--- config.mk ---
export PLATFORM = sky130hd
export DESIGN_NAME = sbeu_div
export DESIGN_NICKNAME = d
export VERILOG_FILES = /design/src/rtl/core/sbeu_pkg.sv /design/src/rtl/core/sbeu_div.sv
export SDC_FILE = /design/constraint.sdc
export NUM_CORES = 1
export LEC_CHECK = 0
export BUFFER_PORTS_ARGS = -buffer_cell sky130_fd_sc_hd__buf_2
export CAP_MARGIN = 20
export CORE_AREA = 5 5 96 98
export DETAILED_ROUTE_END_ITERATION = 7
export DIE_AREA = 0 0 101 103
export MAX_ROUTING_LAYER = met4
export PLACE_DENSITY = 0.69
export SYNTH_ARGS = -nofsm -noshare
export SYNTH_HDL_FRONTEND = slang
export SYNTH_SLANG_ARGS = --single-unit
export TNS_END_PERCENT = 10
--- constraint.sdc ---
create_clock -name i_clk -period 2.84 [get_ports i_clk]
set_input_delay 0.142 -clock i_clk [delete_from_list [all_inputs] [get_ports i_clk]]
set_output_delay 0.142 -clock i_clk [all_outputs]
set_load 0.05 [all_outputs]
--- src/rtl/core/sbeu_pkg.sv ---
// Shared types and constants of the stack bytecode execute unit.
// No dependencies; the core and the divider refer to it by scope, the bench imports it.
`default_nettype none
package sbeu_pkg;

    typedef enum logic [1:0] {
        ACT_START = 2'd0,
        ACT_ARG   = 2'd1,
        ACT_BEGIN = 2'd2,
        ACT_EXEC  = 2'd3
    } t_action;

    typedef enum logic [4:0] {
        OP_EXIT    = 5'd0,
        OP_ADD     = 5'd1,
        OP_SUB     = 5'd2,
        OP_MUL     = 5'd3,
        OP_DIV     = 5'd4,
        OP_PUSH    = 5'd5,
        OP_POP     = 5'd6,
        OP_PRINT   = 5'd7,
        OP_LT      = 5'd8,
        OP_EQ      = 5'd9,
        OP_LOAD    = 5'd10,
        OP_STORE   = 5'd11,
        OP_JZ      = 5'd12,
        OP_JMP     = 5'd13,
        OP_LOADBP  = 5'd14,
        OP_STOREBP = 5'd15,
        OP_CALL    = 5'd16,
        OP_RET     = 5'd17
    } t_opcode;

    localparam logic [4:0] OP_LAST = 5'd17;

    typedef enum logic [2:0] {
        ERR_NONE   = 3'd0,
        ERR_DIVZ   = 3'd1,
        ERR_UNDER  = 3'd2,
        ERR_OVER   = 3'd3,
        ERR_INDEX  = 3'd4,
        ERR_RET    = 3'd5,
        ERR_OPCODE = 3'd6
    } t_err;

    typedef enum logic [2:0] {
        S_IDLE,
        S_RD1,
        S_RD2,
        S_RD3,
        S_DIV,
        S_EXEC,
        S_OUT
    } t_state;

    localparam logic [2:0] REG_RESULT_SLOT = 3'd0;

    typedef struct packed {
        logic               start;
        logic signed [15:0] dividend;
        logic signed [15:0] divisor;
    } t_div_req;

    typedef struct packed {
        logic [15:0]        next_pc;
        logic               print_valid;
        logic signed [15:0] print_value;
        logic               done_res;
        logic signed [15:0] result_value;
        t_err               error_code;
    } t_result;

endpackage
`default_nettype wire

--- src/rtl/core/sbeu_div.sv ---
// Iterative signed 16-bit divider, one quotient bit per cycle, truncating.
// Depends on sbeu_pkg for the request struct.
`default_nettype none
module sbeu_div (
    input  wire logic                i_clk,
    input  wire logic                i_rst_n,
    input  wire sbeu_pkg::t_div_req  i_req,
    output      logic                o_done,
    output      logic signed [15:0]  o_quotient
);
    logic [15:0] r_rem;
    logic [15:0] r_quo;
    logic [15:0] r_dvs;
    logic [4:0]  r_cnt;
    logic        r_busy;
    logic        r_neg;
    logic        r_done;
    logic [16:0] w_shift;
    logic [17:0] w_trial;
    logic [15:0] w_mag_a;
    logic [15:0] w_mag_b;

    assign w_mag_a = i_req.dividend[15] ? 16'(-i_req.dividend) : i_req.dividend;
    assign w_mag_b = i_req.divisor[15] ? 16'(-i_req.divisor) : i_req.divisor;
    assign w_shift = {r_rem, r_quo[15]};
    assign w_trial = {1'b0, w_shift} - {2'b00, r_dvs};

    always_ff @(posedge i_clk) begin
        if (!i_rst_n) begin
            r_busy <= 1'b0;
            r_done <= 1'b0;
            r_cnt  <= 5'd0;
        end else begin
            r_done <= 1'b0;
            if (i_req.start) begin
                r_busy <= 1'b1;
                r_cnt  <= 5'd16;
            end else if (r_busy) begin
                r_cnt <= r_cnt - 5'd1;
                if (r_cnt == 5'd1) begin
                    r_busy <= 1'b0;
                    r_done <= 1'b1;
                end
            end
        end
    end

    always_ff @(posedge i_clk) begin
        if (i_req.start) begin
            r_rem <= 16'd0;
            r_quo <= w_mag_a;
            r_dvs <= w_mag_b;
            r_neg <= i_req.dividend[15] ^ i_req.divisor[15];
        end else if (r_busy) begin
            if (!w_trial[17]) begin
                r_rem <= w_trial[15:0];
                r_quo <= {r_quo[14:0], 1'b1};
            end else begin
                r_rem <= w_shift[15:0];
                r_quo <= {r_quo[14:0], 1'b0};
            end
        end
    end

    assign o_done     = r_done;
    assign o_quotient = r_neg ? 16'(-r_quo) : r_quo;
endmodule
`default_nettype wire

==> results_dict.tcl <==
set metrics [dict create \
    cts_tree "built" \
    antenna_found_initial 0 \
    reg2regPathDepth 9 \
    die_h_um 103 \
    worst_ep_required_time_ns 3.06 \
    path_buf_inv 1 \
    async_reset_ff_share_pct 0 \
    syn_avg_cell_area_um2 8.84 \
    fin_area_um2 4440 \
    postCtsSetupRepairBufs 0 \
    synth_cell_types 56 \
    dp_hpwl_um 6630 \
    hold_path_end "r_cnt[4]" \
    relSlewSlack_pct 57.4 \
    placed_cell_area_um2 4320 \
    crit_path_max_fanout 14 \
    synth_edf_count 33 \
    r2r_slack_ns 0.18 \
    skew_ns 0.0140 \
    worstMarginPinSlew_ns 0.638 \
    crit_type "register to register" \
    core-area_um2 8380 \
    routedWlPerCell_um 14.4 \
    io_buffers 51 \
    grt_use_total_pct 17.1 \
    path_cells "inv_1 > ha_1 > nor2b_1 > o21a_1 > a311o_1 > a21o_1 > o21ai_4 > nand2_1 > a2111oi_2" \
    dieArea_um2 10400 \
    seq_area_frac_synth_pct 36.6 \
    place_congestion 0.921 \
    synth_ff_type "edfxtp_1" \
    period_needed_ns 2.66 \
    critical_path_arrival_ns 2.89 \
    finalWirelength_um 8650 \
    drc 0 \
    syn_inst 448 \
    die_w_um 101 \
    final_nets 550 \
    setup_viol 0 \
    slowest_stage "a311o_1" \
    ys_seq_elements 56 \
    synth_top_area_share_pct 25.0 \
    finalCoreUtilization_pct 52.9 \
    holdBufCountCts 0 \
    finalCritPeriodShare_pct 93.8 \
    ys.warnings.count 0 \
    p_leak_nw 1.79 \
    final_cells 602 \
    vias_per_cell 5.67 \
    ant_nets 0 \
    rows 34 \
    numCtsBuffers 5 \
    clk_pin_slew_ns 0.11 \
    endpoint_kind "register" \
    cap_violations 0 \
    htree_num_levels 2 \
    status "finished, final reports clean" \
    cts_resized 0 \
    hold_class "input pin to register" \
    synth.net_count 505 \
    root_buffer "clkbuf_8" \
    drive_above_1_share_pct 15.6 \
    overflow 0 \
    setup_tns_ns 0 \
    worstHoldPathCells 2 \
    synth_top_cell_by_area "edfxtp_1" \
    slew_viol_final 0 \
    synth.area.top_cells "edfxtp_1 25%, dfxtp_1 12%, xnor2_1 7.3%" \
    area_growth_pct 12.0 \
    dr_total_vias 3416 \
    start_util_pct 47.3 \
    peakVddDrop_mv 0.266 \
    r2r_start "r_dvs[1]" \
    p_per_area_nw_per_um2 536 \
    critPathMaxStageDelay_ns 0.42 \
    drt_pass1_iterations 4 \
    grt_max_degree 50 \
    multiInputGateArea_um2 2340 \
    diodes 0 \
    grt_first_pass_wirelength_um 14300 \
    hold_start "i_rst_n" \
    first_global_vias 3154 \
    synth_area_um2 3960 \
    dpl.cell_count 594 \
    nFillCells 783 \
    cp_top_family "compound AO/OA/AOI/OAI gates" \
    io-pin-count 52 \
    cts.sinks 56 \
    rsz0062_at_grt "no" \
    clockBufferDepth 2 \
    cp-start-kind "register" \
    drt_iter0_drc 211 \
    hold_viol 0 \
    seqCellArea_um2 1450 \
    fmax_mhz 375 \
    clk-insertion-delay-late_ns 0.32 \
    r2r_end "r_rem[8]" \
]
==> layer usage <==
layer	track usage, %	vias to the layer above	wire length [um]
met5	-	-	0
met3	2.71	9	565
met4	3.17	0	89
met2	27.7	105	4040
met1	23.0	1581	3960
li1	-	1721	-
==> through the flow <==
stage	total power, W	hold slack [ns]	worst slack [ns]
CTS	0.00239	0.0483	0.0976
floorplan	0.00171	0.241	0.371
finish	0.00238	0.0488	0.176
detailed placement	0.00193	0.376	0.112
global route	0.00252	0.0557	0.0156
global placement	0.00191	0.368	0.223
==> Yosys cell counts, types with 4 or more instances <==
library cell	n
o21ai_0	23
nor2_1	51
a211oi_1	5
nor2b_1	5
nand2b_1	4
a21oi_1	26
dfxtp_1	23
a311oi_1	8
o211ai_1	4
edfxtp_1	33
nand2_1	33
o41ai_1	6
xor2_1	21
a21o_1	6
nor3_1	10
clkbuf_1	14
o21a_1	4
ha_1	21
xnor2_1	33
inv_1	31
o31ai_1	14
or4_1	4
nand3_1	15
nor4_1	8
==> registers in the layout (all words and copies together) (netlist names) <==
signal and flops:
r_cnt 5, r_rem 16, r_busy 1, r_dvs 16, r_quo 16, r_neg 1
o_done 1
==> area by class of cell <==
cell class	instances	area share [%]
clock buffers	5	1.55
clock inverters	3	0.508
inverters	31	2.62
multi-input cells	343	52.7
flip-flops and latches	56	32.7
well taps	108	3.05
repair buffers	56	6.88
==> cells by family after synthesis <==
family,Yosys count,share of synthesized area (%)
flops,56,36.6
buf+inv,49,4.96
compound gates,119,21.2
fa+ha+maj,22,7.14
simple gates,144,17.1
xor+xnor,54,11.9
mux,4,1.04
==> report_power, final <==
group          total, W  internal [W]  leakage [nW]  switching, W
sequential      0.00103      0.000954         0.513     0.0000785
clock          0.000451      0.000178        0.0485      0.000273
combinational  0.000895      0.000322          1.23      0.000573
==> placed cells by master (no fill, tap or decap), types with 5 or more instances in the layout <==
cell,netlist,routed
a21o_1,6,6
xnor2_1,33,33
dfxtp_1,23,23
inv_1,31,31
nand2_1,33,33
a311oi_1,8,7
nor2_1,51,51
o31ai_1,14,13
xor2_1,21,21
o21ai_0,23,23
buf_2,1,51
nor2b_1,5,5
nor3_1,10,10
a21oi_1,26,25
edfxtp_1,33,33
ha_1,21,21
nand3_1,15,15
clkbuf_8,0,5
o41ai_1,6,6
nor4_1,8,8
==> worst max-delay path by stage <==
stage          startpoint   endpoint  cells after the start
6_report         r_dvs[1]   r_rem[8]                      9
5_1_grt          r_dvs[1]   r_rem[8]                      9
4_1_cts         r_quo[15]  r_rem[12]                     11
3_5_place_dp    r_quo[15]  r_rem[12]                     11
3_3_place_gp    r_quo[15]  r_rem[14]                     11
2_1_floorplan   r_quo[15]  r_rem[12]                     11
Note: power is estimated with default switching activity, not from simulation.
